`src/design/sbm_pkg.sv`:
```
// Shared types and codes for the serial-loaded bank mapper.
package sbm_pkg;

   typedef struct packed {
      logic [15:0] address;
      logic [7:0]  data;
      logic        double_write;
   } sbm_req_type;

   typedef struct packed {
      logic [4:0] prg_bank_low;
      logic [4:0] prg_bank_high;
      logic [4:0] chr_bank_low;
      logic [4:0] chr_bank_high;
      logic [1:0] mirroring;
      logic       prg_ram_enabled;
      logic [1:0] prg_ram_bank;
   } sbm_rsp_type;

   typedef struct packed {
      logic [2:0] board_variant;
      logic [4:0] prg_last_bank;
      logic [4:0] chr_last_bank;
      logic       chr_is_ram;
   } sbm_cfg_type;

   typedef struct packed {
      logic [4:0] shift_value;
      logic [2:0] shift_count;
      logic [4:0] control_word;
      logic [4:0] chr_select_zero;
      logic [4:0] chr_select_one;
      logic [4:0] prg_select;
      logic       just_reset;
      logic       prg_upper_half;
      logic [4:0] prg_low;
      logic [4:0] prg_high;
      logic [4:0] chr_low;
      logic [4:0] chr_high;
      logic       ram_enabled;
      logic [1:0] ram_bank;
   } sbm_state_type;

   typedef enum logic [2:0] {
      VARIANT_PLAIN = 3'd0,
      VARIANT_SNROM = 3'd1,
      VARIANT_SOROM = 3'd2,
      VARIANT_SUROM = 3'd3,
      VARIANT_SXROM = 3'd4
   } sbm_variant_type;

   typedef enum logic [1:0] {
      CSR_BOARD_VARIANT = 2'd0,
      CSR_PRG_LAST_BANK = 2'd1,
      CSR_CHR_LAST_BANK = 2'd2,
      CSR_CHR_IS_RAM    = 2'd3
   } sbm_csr_index_type;

   typedef enum logic [1:0] {
      TARGET_CONTROL = 2'd0,
      TARGET_CHR0    = 2'd1,
      TARGET_CHR1    = 2'd2,
      TARGET_PRG     = 2'd3
   } sbm_target_type;

   localparam logic [4:0] CONTROL_RESET   = 5'h0C;
   localparam logic [4:0] PRG_MODE_FORCE  = 5'h0C;
   localparam logic [4:0] MASK_PRG_32K    = 5'h0E;
   localparam logic [4:0] MASK_PRG_16K    = 5'h0F;
   localparam logic [4:0] MASK_CHR_8K     = 5'h1E;
   localparam logic [4:0] MASK_FULL       = 5'h1F;
   localparam logic [2:0] SHIFT_LAST      = 3'd4;

   localparam sbm_state_type STATE_RESET = '{
      shift_value:     5'd0,
      shift_count:     3'd0,
      control_word:    CONTROL_RESET,
      chr_select_zero: 5'd0,
      chr_select_one:  5'd1,
      prg_select:      5'd0,
      just_reset:      1'b0,
      prg_upper_half:  1'b0,
      prg_low:         5'd0,
      prg_high:        5'd0,
      chr_low:         5'd0,
      chr_high:        5'd0,
      ram_enabled:     1'b1,
      ram_bank:        2'd0
   };

   localparam sbm_cfg_type CFG_RESET = '{
      board_variant: VARIANT_PLAIN,
      prg_last_bank: 5'd15,
      chr_last_bank: 5'd31,
      chr_is_ram:    1'b0
   };

endpackage

```
`src/design/sbm_next.sv`:
```
// Next-state and bank-output logic for one CPU write.
module sbm_next
   import sbm_pkg::*;
(
   input  sbm_state_type cur_state,
   input  sbm_cfg_type   cfg,
   input  sbm_req_type   req,
   output sbm_state_type next_state
);

   function automatic logic [4:0] limit_bank(input logic [4:0] v, input logic [4:0] last,
                                             input logic [4:0] mask);
      logic [4:0] r;
      r = (v > last) ? (v & last) : v;
      return r & mask;
   endfunction

   // board side effects of a CHR register; returns the CHR bank bits
   function automatic sbm_state_type apply_chr(input sbm_state_type s, input logic [4:0] reg_v,
                                              input logic [2:0] variant,
                                              output logic [4:0] bank);
      sbm_state_type r;
      r    = s;
      bank = {4'd0, reg_v[0]};
      case (variant)
         VARIANT_SNROM: begin
            r.ram_enabled = ~reg_v[4];
         end
         VARIANT_SOROM: begin
            r.ram_bank       = {1'b0, reg_v[3]};
            r.prg_upper_half = reg_v[4];
         end
         VARIANT_SUROM: begin
            r.prg_upper_half = reg_v[4];
         end
         VARIANT_SXROM: begin
            r.ram_bank       = reg_v[3:2];
            r.prg_upper_half = reg_v[4];
         end
         default: begin
            bank = reg_v;
         end
      endcase
      return r;
   endfunction

   function automatic sbm_state_type update_chr0(input sbm_state_type s, input sbm_cfg_type c);
      sbm_state_type r;
      logic [4:0]    bank;
      logic [4:0]    v;
      r = apply_chr(s, s.chr_select_zero, c.board_variant, bank);
      if (r.control_word[4]) begin
         r.chr_low = limit_bank(bank, c.chr_last_bank, MASK_FULL);
      end else if (!c.chr_is_ram) begin
         v          = limit_bank(bank, c.chr_last_bank, MASK_CHR_8K);
         r.chr_low  = v;
         r.chr_high = v | 5'd1;
      end
      return r;
   endfunction

   function automatic sbm_state_type update_chr1(input sbm_state_type s, input sbm_cfg_type c);
      sbm_state_type r;
      logic [4:0]    bank;
      r    = s;
      bank = 5'd0;
      if (s.control_word[4]) begin
         r          = apply_chr(s, s.chr_select_one, c.board_variant, bank);
         r.chr_high = limit_bank(bank, c.chr_last_bank, MASK_FULL);
      end
      return r;
   endfunction

   function automatic sbm_state_type update_prg(input sbm_state_type s, input sbm_cfg_type c);
      sbm_state_type r;
      logic [4:0]    up;
      logic [4:0]    v;
      r  = s;
      up = {s.prg_upper_half, 4'd0};
      case (s.control_word[3:2])
         2'd0, 2'd1: begin
            v          = up | limit_bank(s.prg_select, c.prg_last_bank, MASK_PRG_32K);
            r.prg_low  = v;
            r.prg_high = v + 5'd1;
         end
         2'd2: begin
            r.prg_low  = up;
            r.prg_high = up | limit_bank(s.prg_select, c.prg_last_bank, MASK_PRG_16K);
         end
         default: begin
            r.prg_low  = up | limit_bank(s.prg_select, c.prg_last_bank, MASK_PRG_16K);
            r.prg_high = up | {1'b0, c.prg_last_bank[3:0]};
         end
      endcase
      return r;
   endfunction

   sbm_state_type s;
   logic          skip;
   logic [4:0]    shifted;

   always_comb begin
      s       = cur_state;
      skip    = 1'b0;
      shifted = 5'd0;
      if (s.just_reset) begin
         s.just_reset = 1'b0;
         skip         = req.double_write;
      end
      if (!skip) begin
         if (req.data[7]) begin
            s.just_reset   = 1'b1;
            s.shift_value  = 5'd0;
            s.shift_count  = 3'd0;
            s.control_word = s.control_word | PRG_MODE_FORCE;
            s              = update_chr0(s, cfg);
            s              = update_chr1(s, cfg);
            s.prg_high     = {s.prg_upper_half, cfg.prg_last_bank[3:0]};
         end else begin
            shifted       = s.shift_value | ({4'd0, req.data[0]} << s.shift_count);
            s.shift_value = shifted;
            if (s.shift_count >= SHIFT_LAST) begin
               case (req.address[14:13])
                  TARGET_CONTROL: begin
                     s.control_word = shifted;
                     s              = update_chr0(s, cfg);
                     s              = update_chr1(s, cfg);
                  end
                  TARGET_CHR0: begin
                     s.chr_select_zero = shifted;
                     s                 = update_chr0(s, cfg);
                  end
                  TARGET_CHR1: begin
                     s.chr_select_one = shifted;
                     s                = update_chr1(s, cfg);
                  end
                  default: begin
                     s.prg_select  = shifted;
                     s.ram_enabled = ~shifted[4];
                  end
               endcase
               s             = update_prg(s, cfg);
               s.shift_value = 5'd0;
               s.shift_count = 3'd0;
            end else begin
               s.shift_count = s.shift_count + 3'd1;
            end
         end
      end
      next_state = s;
   end

endmodule

```
`src/design/serial_loaded_bank_mapper.sv`:
```
// Serial-loaded bank mapper: takes one cartridge write per cycle and returns the
// resulting PRG/CHR bank map in the next cycle. The only loop is the mapper state
// register, updated in one pass per request, so a request is accepted every cycle
// while the response register is empty or being taken. Configuration writes are
// always ready and take effect on the next request.
module serial_loaded_bank_mapper
   import sbm_pkg::*;
(
   input  logic        clock,
   input  logic        reset,
   input  logic        req_valid,
   output logic        req_ready,
   input  sbm_req_type req_data,
   output logic        rsp_valid,
   input  logic        rsp_ready,
   output sbm_rsp_type rsp_data,
   input  logic        csr_valid,
   output logic        csr_ready,
   input  logic [1:0]  csr_index,
   input  logic [7:0]  csr_data
);

   sbm_cfg_type   cfg_ff, cfg_in;
   sbm_state_type state_ff, state_in;
   sbm_state_type next_state;
   sbm_rsp_type   rsp_ff, rsp_in;
   logic          rsp_valid_ff, rsp_valid_in;
   logic          req_accept;

   sbm_next u_next (
      .cur_state  (state_ff),
      .cfg        (cfg_ff),
      .req        (req_data),
      .next_state (next_state)
   );

   assign req_ready  = ~rsp_valid_ff | rsp_ready;
   assign req_accept = req_valid & req_ready;
   assign csr_ready  = 1'b1;
   assign rsp_valid  = rsp_valid_ff;
   assign rsp_data   = rsp_ff;

   always_comb begin
      cfg_in = cfg_ff;
      if (csr_valid) begin
         case (csr_index)
            CSR_BOARD_VARIANT: cfg_in.board_variant = csr_data[2:0];
            CSR_PRG_LAST_BANK: cfg_in.prg_last_bank = csr_data[4:0];
            CSR_CHR_LAST_BANK: cfg_in.chr_last_bank = csr_data[4:0];
            CSR_CHR_IS_RAM:    cfg_in.chr_is_ram    = csr_data[0];
            default:           cfg_in = cfg_ff;
         endcase
      end
   end

   always_comb begin
      state_in     = req_accept ? next_state : state_ff;
      rsp_valid_in = req_accept | (rsp_valid_ff & ~rsp_ready);
      rsp_in       = rsp_ff;
      if (req_accept) begin
         rsp_in.prg_bank_low    = next_state.prg_low;
         rsp_in.prg_bank_high   = next_state.prg_high;
         rsp_in.chr_bank_low    = next_state.chr_low;
         rsp_in.chr_bank_high   = next_state.chr_high;
         rsp_in.mirroring       = next_state.control_word[1:0];
         rsp_in.prg_ram_enabled = next_state.ram_enabled;
         rsp_in.prg_ram_bank    = next_state.ram_bank;
      end
   end

   always_ff @(posedge clock) begin
      if (reset) begin
         cfg_ff       <= CFG_RESET;
         state_ff     <= STATE_RESET;
         rsp_valid_ff <= 1'b0;
      end else begin
         cfg_ff       <= cfg_in;
         state_ff     <= state_in;
         rsp_valid_ff <= rsp_valid_in;
      end
   end

   always_ff @(posedge clock) begin
      rsp_ff <= rsp_in;
   end

endmodule

```
`config.mk`:
```
export PLATFORM = sky130hd
export DESIGN_NAME = serial_loaded_bank_mapper
export DESIGN_NICKNAME = d
export VERILOG_FILES = /design/src/design/sbm_pkg.sv /design/src/design/sbm_next.sv /design/src/design/serial_loaded_bank_mapper.sv
export SDC_FILE = /design/constraint.sdc
export NUM_CORES = 1
export LEC_CHECK = 0
export ABC_AREA = 0
export BUFFER_PORTS_ARGS = -buffer_cell sky130_fd_sc_hd__buf_4
export CAP_MARGIN = 20
export CORE_ASPECT_RATIO = 0.6
export CORE_MARGIN = 8
export CORE_UTILIZATION = 39
export DETAILED_ROUTE_END_ITERATION = 10
export PLACE_DENSITY = 0.53
export SYNTH_ARGS = -nofsm -noshare
export SYNTH_HDL_FRONTEND = slang
export SYNTH_HIERARCHICAL = 1
export SYNTH_SLANG_ARGS = --single-unit
export TNS_END_PERCENT = 10
```
`constraint.sdc`:
```
create_clock -name clock -period 9.5 [get_ports clock]
set_input_delay 0.475 -clock clock [delete_from_list [all_inputs] [get_ports clock]]
set_output_delay 0.475 -clock clock [all_outputs]
set_load 0.01 [all_outputs]
```
# Word level (Yosys, flattened, before mapping)
# Cells that the tools add are included.
# totals
register_bits,93
input_bits,40
out_inout_bits,28
elab_cells,169
# classes
add_sub_neg,2
magnitude_cmp,8
eq_ne,15
shifts,1
n_mux,73
bitwise,22
n_reduce_logical,20
# op_table
operator,n
2-to-1 mux 5 bit,40
2-to-1 mux 45 bit,4
2-to-1 mux 22 bit,3
one-hot mux 22 bit (3 select lines),1
2-to-1 mux 53 bit,1
2-to-1 mux 15 bit,3
one-hot mux 15 bit (3 select lines),1
2-to-1 mux 42 bit,1
> comparator 5 bit,7
AND 5 bit,6
2-to-1 mux 10 bit,3
one-hot mux 10 bit (2 select lines),1
bitwise OR 5 x 4 -> 5 bit,3
one-hot mux 5 bit (3 select lines),1
AND reduction 7 bit,2
one-hot mux 2 bit (2 select lines),3
AND reduction 2 bit,5
== test 2 bit (second input constant),4
2-to-1 mux 1 bit,7
inverter 1 bit,7
== test 2 x 1 -> 1 bit (second input constant),3
== test 3 x 2 -> 1 bit (second input constant),2
logical NOT 2 bit,3
inequality test 2 x 1 -> 1 bit (second input constant),3
23 further kinds,27

# Logic depth before layout (Yosys ltp)
# Gate-level depths: netlist (run 1).
# logic_depth
word_depth,24
mapped_depth,16
depth_no_buf,14

# Cells and area by module
# The synthesis (run 1) kept the hierarchy.
# by_module_without_submodules
module,n_inst,cells_each,area_each_um2,seq_area_each_um2
serial_loaded_bank_mapper,1,332,3658.5,2112.0
sbm_next,1,451,2924.1,0.0

# Worst setup path before layout (run 1)
# No wires, ideal clock.
# synth_timing
path_type,in2reg
startpoint,input req_data[1] (netlist name)
endpoint,"register rsp_ff, in the netlist rsp_data[5] (data pin)"
t_arrival_ns,2.860
required_ns,9.227
slack_ns,6.367
cell_stages,10
path_buffers,0
cell_sequence,nor2b_2 -> a31oi_1 -> nor2_1 -> ha_1 -> nand3_1 -> o32ai_2 -> mux2_2 -> mux2_2 -> a21oi_1 -> a221oi_1
# synth_lines
element,line_no,source
"start, declared",serial_loaded_bank_mapper.sv:13,"input sbm_req_type req_data,"
"end signal, assigned",serial_loaded_bank_mapper.sv:84,rsp_ff <= rsp_in;
"end, declared",serial_loaded_bank_mapper.sv:26,"sbm_rsp_type rsp_ff, rsp_in;"

==> impl_metrics.yaml, run 1 <==
drt:
  drt_wl_total_um: 20400
  drtPass1Iterations: 5
  vias: 5933
  ant_nets: 0
  drt_iter0_drc: 643
  via_per_inst: 5.82
  remaining_drc_errors: 0
  wl_per_cell_um: 20.1
finish:
  n_antenna_cell: 0
  drive_gt1_share_pct: 12.4
  layout_common_cells: "87 x a21oi_1, 68 x dfxtp_1, 65 x nand2_1"
  fin_nets: 867
  syn_to_final_growth_pct: 9.39
  fill_cells: 1642
  design_area_mm2: 0.00720
  layout_commonest_cell: "a21oi_1"
yosys:
  yosysUniqueCellTypes: 74
  netlist_area_mm2: 0.00658
  synth_edf_count: 25
  yosys_warnings: 6
  avgSynthCellArea_um2: 8.41
  synthCells: 783
  async_reset_ff_share_pct: 0
  seq_area_frac_synth_pct: 32.1
  ys_ff_latch: 93
  synth_nets: 864
  synth_ff_type: "dfxtp_1"
pwr:
  p_clk_share_pct: 41.8
  p_per_area_mw_per_mm2: 126
  p_int_mw: 0.658
  vdd_drop_max_v: 0.0000857
  power_frac_comb_pct: 11.4
  seqPwrFrac_pct: 46.8
  cellLeakagePower_nw: 2.80
  switchingPower_mw: 0.252
  switching_share_pct: 27.7
timing:
  worst_pin_slew_ps: 1060
  finalMaxSlewViolations: 0
  post-route-min-period_ps: 4600
  finalHoldViolations: 0
  slew_headroom_pct: 29.3
  clock_skew_ps: 10.4
  fin_tns_setup_ps: 0
  max_freq_mhz: 217
  fin_crit_sh_pct: 48.4
  rsz0062_at_grt: "false"
  setup_viol: 0
grt:
  grt_max_degree: 91
  grt_pass1_wl_um: 31800
  overflow: 0
  grt_pass1_vias: 5329
  antenna_found_initial: 0
  grt_usage_pct: 19.0
worst_setup_path:
  critPathMaxStageDelay_ps: 840
  path_buf_inv: 0
  r2r_slack_ps: 4900
  r2r_start: "cfg_ff[12]"
  cpMaxStageDelayCell: "xnor2_1"
  cp.arrival_ps: 4800
  crit_family: "compound AO/OA/AOI/OAI gates"
  path_max_fanout: 15
  crit_type: "reg2reg"
  rr_endpoint: "state_ff[5]"
  crit_top_cell: "o21ai_0"
  start_kind: "flip-flop"
  critPathCaptureType: "flip-flop"
  reg2reg_depth: 13
  path_cells: "nor2_1 -> xnor2_1 -> nor2b_1 -> ha_1 -> and4b_1 -> o21ai_0 -> a32oi_1 -> mux2i_1 -> o221ai_1 -> nor3_1 -> o21ai_0 -> nand3_1 -> a21oi_1"
  worst-path-stages: 13
  worstPathRequired_ps: 9700
hold_path:
  whs_path_depth: 3
  hold_class: "in2reg"
  hold_start: "csr_data[4]"
  hold_path_end: "cfg_ff[10]"
run:
  drv_cap: 0
status:
  status: "finished clean"
clocking:
  clk_path_buf_depth: 2
  cts_made_buffers: 9
  cts_setup_buffers: 0
  clk_pin_slew_ps: 70
  clock-root-buffer: "clkbuf_16"
  clk_latency_ps: 360
  cts.sinks: 93
  htreeDepth: 3
  cts_resized: 0
  cts_tree: "built"
  cts.hold.buffers_added: 0
place:
  dpl-instance-area_mm2: 0.00690
  gp_congestion: 0.916
  placement.io_buffers: 43
  place_hpwl_um: 14500
floorplan:
  rows: 36
  fp.dieW_um: 184
  start_util_pct: 40.1
  fp.dieH_um: 117
  core_mm2: 0.0164
  dieArea_mm2: 0.0214
  ios: 68
[metrics by stage]
stage          power, mW  instances  hold slack (ps)  setup WS [ps]  utilization [%]
2_1_floorplan      0.502        783              460           6370                -
3_3_place_gp       0.535       1003              484           5140             42.1
3_5_place_dp       0.538       1003              500           5050             42.1
4_1_cts            0.917       1019              362           5020             43.9
5_1_grt            0.942       1019              396           4590             43.9
6_report           0.910       1019              366           4900             43.9
[worst reg2reg max path: stages, from the launching register on]
cell	delay (ps)
dfxtp_1	650
nor2_1	120
xnor2_1	840
nor2b_1	250
ha_1	400
and4b_1	190
o21ai_0	80
a32oi_1	580
mux2i_1	520
o221ai_1	210
nor3_1	200
o21ai_0	210
nand3_1	130
a21oi_1	80
[registers in the layout, summed over array words and instances, names as in the netlist]
name / count
state_ff: 53
rsp_data: 25
rsp_valid: 1
cfg_ff: 14
[power groups by stage]
| stage | sequential, mW | clock (mW) | combinational [mW] |
|---|---|---|---|
| 2_1_floorplan | 0.434 | 0 | 0.0677 |
| 3_3_place_gp | 0.435 | 0 | 0.100 |
| 3_5_place_dp | 0.435 | 0 | 0.103 |
| 4_1_cts | 0.426 | 0.388 | 0.103 |
| 5_1_grt | 0.428 | 0.402 | 0.113 |
| 6_report | 0.426 | 0.381 | 0.103 |
[final cells by class]
cell class,count,area [um2],area share (%)
clock inverter,6,71.3,0.990
timing repair buffer,51,383,5.32
tap,228,285,3.96
inverter,28,105,1.46
multi-input combinational,603,4020,55.8
sequential,93,2110,29.3
clock buffer,10,229,3.18
[synthesized netlist by cell type, types with 18 or more instances]
master    count  share of area [%]
nor3_1       19                1.4
nand3_1      60                4.6
nand2_1      65                3.7
clkbuf_1     18                1.0
a21bo_1      49                7.5
dfxtp_1      68                 21
nor2_1       52                3.0
mux2i_1      26                4.0
ha_1         41                7.8
edfxtp_1     25                 11
buf_2        21                1.6
a21oi_1      87                6.6
o21ai_0      51                3.9
inv_1        28                1.6
[logic make-up (layout without fill, tap and decap cells)]
group / count (synthesis) / count (layout) / synth area share [%]
mux: 36 / 36 / 5.66
buf+inv: 87 / 95 / 6.92
fa+ha+maj: 41 / 41 / 7.79
xor+xnor: 1 / 1 / 0.133
compound gates: 276 / 276 / 29.0
flops: 93 / 93 / 32.1
other cells: 1 / 1 / 0.0570
simple gates: 248 / 248 / 18.4
[how the worst max path moves through the flow]
stage | start | to
after CTS | cfg_ff[12] | state_ff[5]
after detailed placement | cfg_ff[12] | state_ff[5]
after global placement | cfg_ff[12] | state_ff[5]
after global routing | cfg_ff[12] | state_ff[5]
after floorplan | req_data[1] | rsp_data[5]
final | cfg_ff[12] | state_ff[5]
[metal layers]
layer / vias to the layer above / global-route usage [%] / wire length [um]
met4: 0 / 3.37 / 164
met1: 2848 / 30.1 / 10900
met3: 15 / 3.60 / 1460
met2: 232 / 25.8 / 7960
met5: - / 0 / 0
li1: 2838 / - / -
No activity file was read; power rests on OpenSTA's default activity.
==> run 2: changes to the inputs <==
--- a/config.mk
+++ b/config.mk
@@ -12,7 +12,7 @@
 export CORE_MARGIN = 8
 export CORE_UTILIZATION = 39
 export DETAILED_ROUTE_END_ITERATION = 10
-export PLACE_DENSITY = 0.53
+export PLACE_DENSITY = 0.55
 export SYNTH_ARGS = -nofsm -noshare
 export SYNTH_HDL_FRONTEND = slang
 export SYNTH_HIERARCHICAL = 1
==> constraint.sdc (replaced) <==
create_clock -name clock -period 4 [get_ports clock]
set_input_delay 0.2 -clock clock [delete_from_list [all_inputs] [get_ports clock]]
set_output_delay 0.2 -clock clock [all_outputs]
set_load 0.01 [all_outputs]
==> run 2 against run 1 <==
  * Non-clock buffer count is 15 higher
  * Sequential power is 140% higher
  * Worst setup slack worse by 4400 ps
  * Flip-flop and latch count stayed put
  * Fmax is 31% higher
  * Global-route usage is 0.38 points higher
  * Clock-buffer cell count is 1 lower
  * Clock skew is 2.5 ps lower
  * Critical path type unchanged
  * Critical endpoint unchanged
  * Largest power group unchanged
  * Highest routed layer unchanged
==> impl_metrics.yaml, run 2 (synthesis gave the netlist of run 1 again) <==
timing:
  clock_skew_ps: 7.99
  setup_slack_ps: 484
  setup_viol: 0
  max_freq_mhz: 284
  fin_crit_sh_pct: 87.9
  fin_tns_setup_ps: 0
  rsz0062_at_grt: "false"
  worst_pin_slew_ps: 1060
  hold_ws_ps: 108
  finalHoldViolations: 0
  slew_headroom_pct: 29.0
  post-route-min-period_ps: 3520
  finalMaxSlewViolations: 0
drt:
  ant_nets: 0
  drt_wl_total_um: 20900
  vias: 6106
  remaining_drc_errors: 0
  via_per_inst: 5.91
  drtPass1Iterations: 5
  drt_iter0_drc: 682
  wl_per_cell_um: 20.2
clocking:
  cts_resized: 0
  cts.hold.buffers_added: 0
  clock-root-buffer: "clkbuf_16"
  cts.sinks: 93
  cts_made_buffers: 9
  clk_path_buf_depth: 2
  cts_setup_buffers: 0
  clk_pin_slew_ps: 70
  clk_latency_ps: 350
  cts_tree: "built"
  htreeDepth: 3
floorplan:
  rows: 36
  dieArea_mm2: 0.0214
  start_util_pct: 40.1
  fp.dieW_um: 184
  core_mm2: 0.0164
  ios: 68
  fp.dieH_um: 117
worst_setup_path:
  cp.arrival_ps: 3710
  worst-path-stages: 15
  critPathCaptureType: "flip-flop"
  cpMaxStageDelayCell: "dfxtp_1"
  path_buf_inv: 2
  path_max_fanout: 12
  crit_family: "simple AND/OR/NAND/NOR gates"
  critPathMaxStageDelay_ps: 560
  path_cells: "nor2_1 -> xnor2_1 -> buf_4 -> nor2_1 -> ha_1 -> a21oi_1 -> nand2_1 -> o32ai_2 -> buf_4 -> mux2i_1 -> o221ai_1 -> nor3_1 -> o21ai_0 -> nand3_1 -> a21oi_1"
  crit_type: "reg2reg"
  start_kind: "flip-flop"
  worstPathRequired_ps: 4200
  reg2reg_depth: 15
finish:
  fill_cells: 1650
  design_area_mm2: 0.00729
  largest_reg_flops: 53
  largest-register: "state_ff"
  multi_input_area_mm2: 0.00402
  final_cell_count_no_fill: 1034
  syn_to_final_growth_pct: 10.7
  fin_nets: 882
  drive_gt1_share_pct: 13.9
  n_antenna_cell: 0
  layout_common_cells: "87 x a21oi_1, 68 x dfxtp_1, 66 x buf_4"
  regArea_mm2: 0.00211
  layout_commonest_cell: "a21oi_1"
  final_util_pct: 44.4
grt:
  overflow: 0
  grt_pass1_wl_um: 32400
  grt_pass1_vias: 5545
  grt_usage_pct: 19.4
  antenna_found_initial: 0
  grt_max_degree: 100
place:
  place_inst: 1018
  pre_cts_ws_ps: 531
  dpl-instance-area_mm2: 0.00701
  placement.io_buffers: 43
  place_hpwl_um: 14900
  gp_congestion: 0.912
hold_path:
  whs_path_depth: 3
  hold_class: "in2reg"
run:
  drv_cap: 0
pwr:
  finalPower_mw: 2.10
  vdd_drop_max_v: 0.000207
  cellLeakagePower_nw: 2.85
  p_per_area_mw_per_mm2: 288
status:
  status: "finished clean"
-- run 2: worst paths after layout --
| kind | slack (ps) | start | to |
|---|---|---|---|
| max reg2reg | 480 | cfg_ff[11] | state_ff[5] |
| max | 480 | cfg_ff[11] | state_ff[5] |
| min reg2reg | 520 | cfg_ff[10] | cfg_ff[10] |
| min | 110 | csr_data[4] | cfg_ff[10] |
-- run 2: layer usage --
| layer | track usage (%) | vias to the layer above | wire, um |
|---|---|---|---|
| li1 | - | 2889 | - |
| met1 | 29.3 | 2928 | 10500 |
| met2 | 27.3 | 260 | 8330 |
| met3 | 4.41 | 29 | 1800 |
| met4 | 4.28 | 0 | 279 |
| met5 | 0 | - | 0 |
-- run 2: worst reg2reg max path: stages, from the launching register on --
cell      delay (ps)
dfxtp_1          560
nor2_1            90
xnor2_1          140
buf_4            200
nor2_1           270
ha_1             330
a21oi_1          180
nand2_1           90
o32ai_2          100
buf_4            200
mux2i_1          420
o221ai_1         170
nor3_1           240
o21ai_0          190
nand3_1          110
a21oi_1           80
-- run 2: cell type report --
cell class,instances,area share (%)
repair buffers,66,6.80
well taps,228,3.91
clock inverters,7,0.670
inverters,28,1.44
clock buffers,9,3.09
flip-flops and latches,93,29.0
multi-input cells,603,55.1
-- run 2: where the power goes --
part           total, mW  internal (mW)  leakage, nW  switching [mW]
sequential          1.01          0.990        0.798          0.0217
clock              0.833          0.424        0.128           0.409
combinational      0.251         0.0824         1.92           0.169
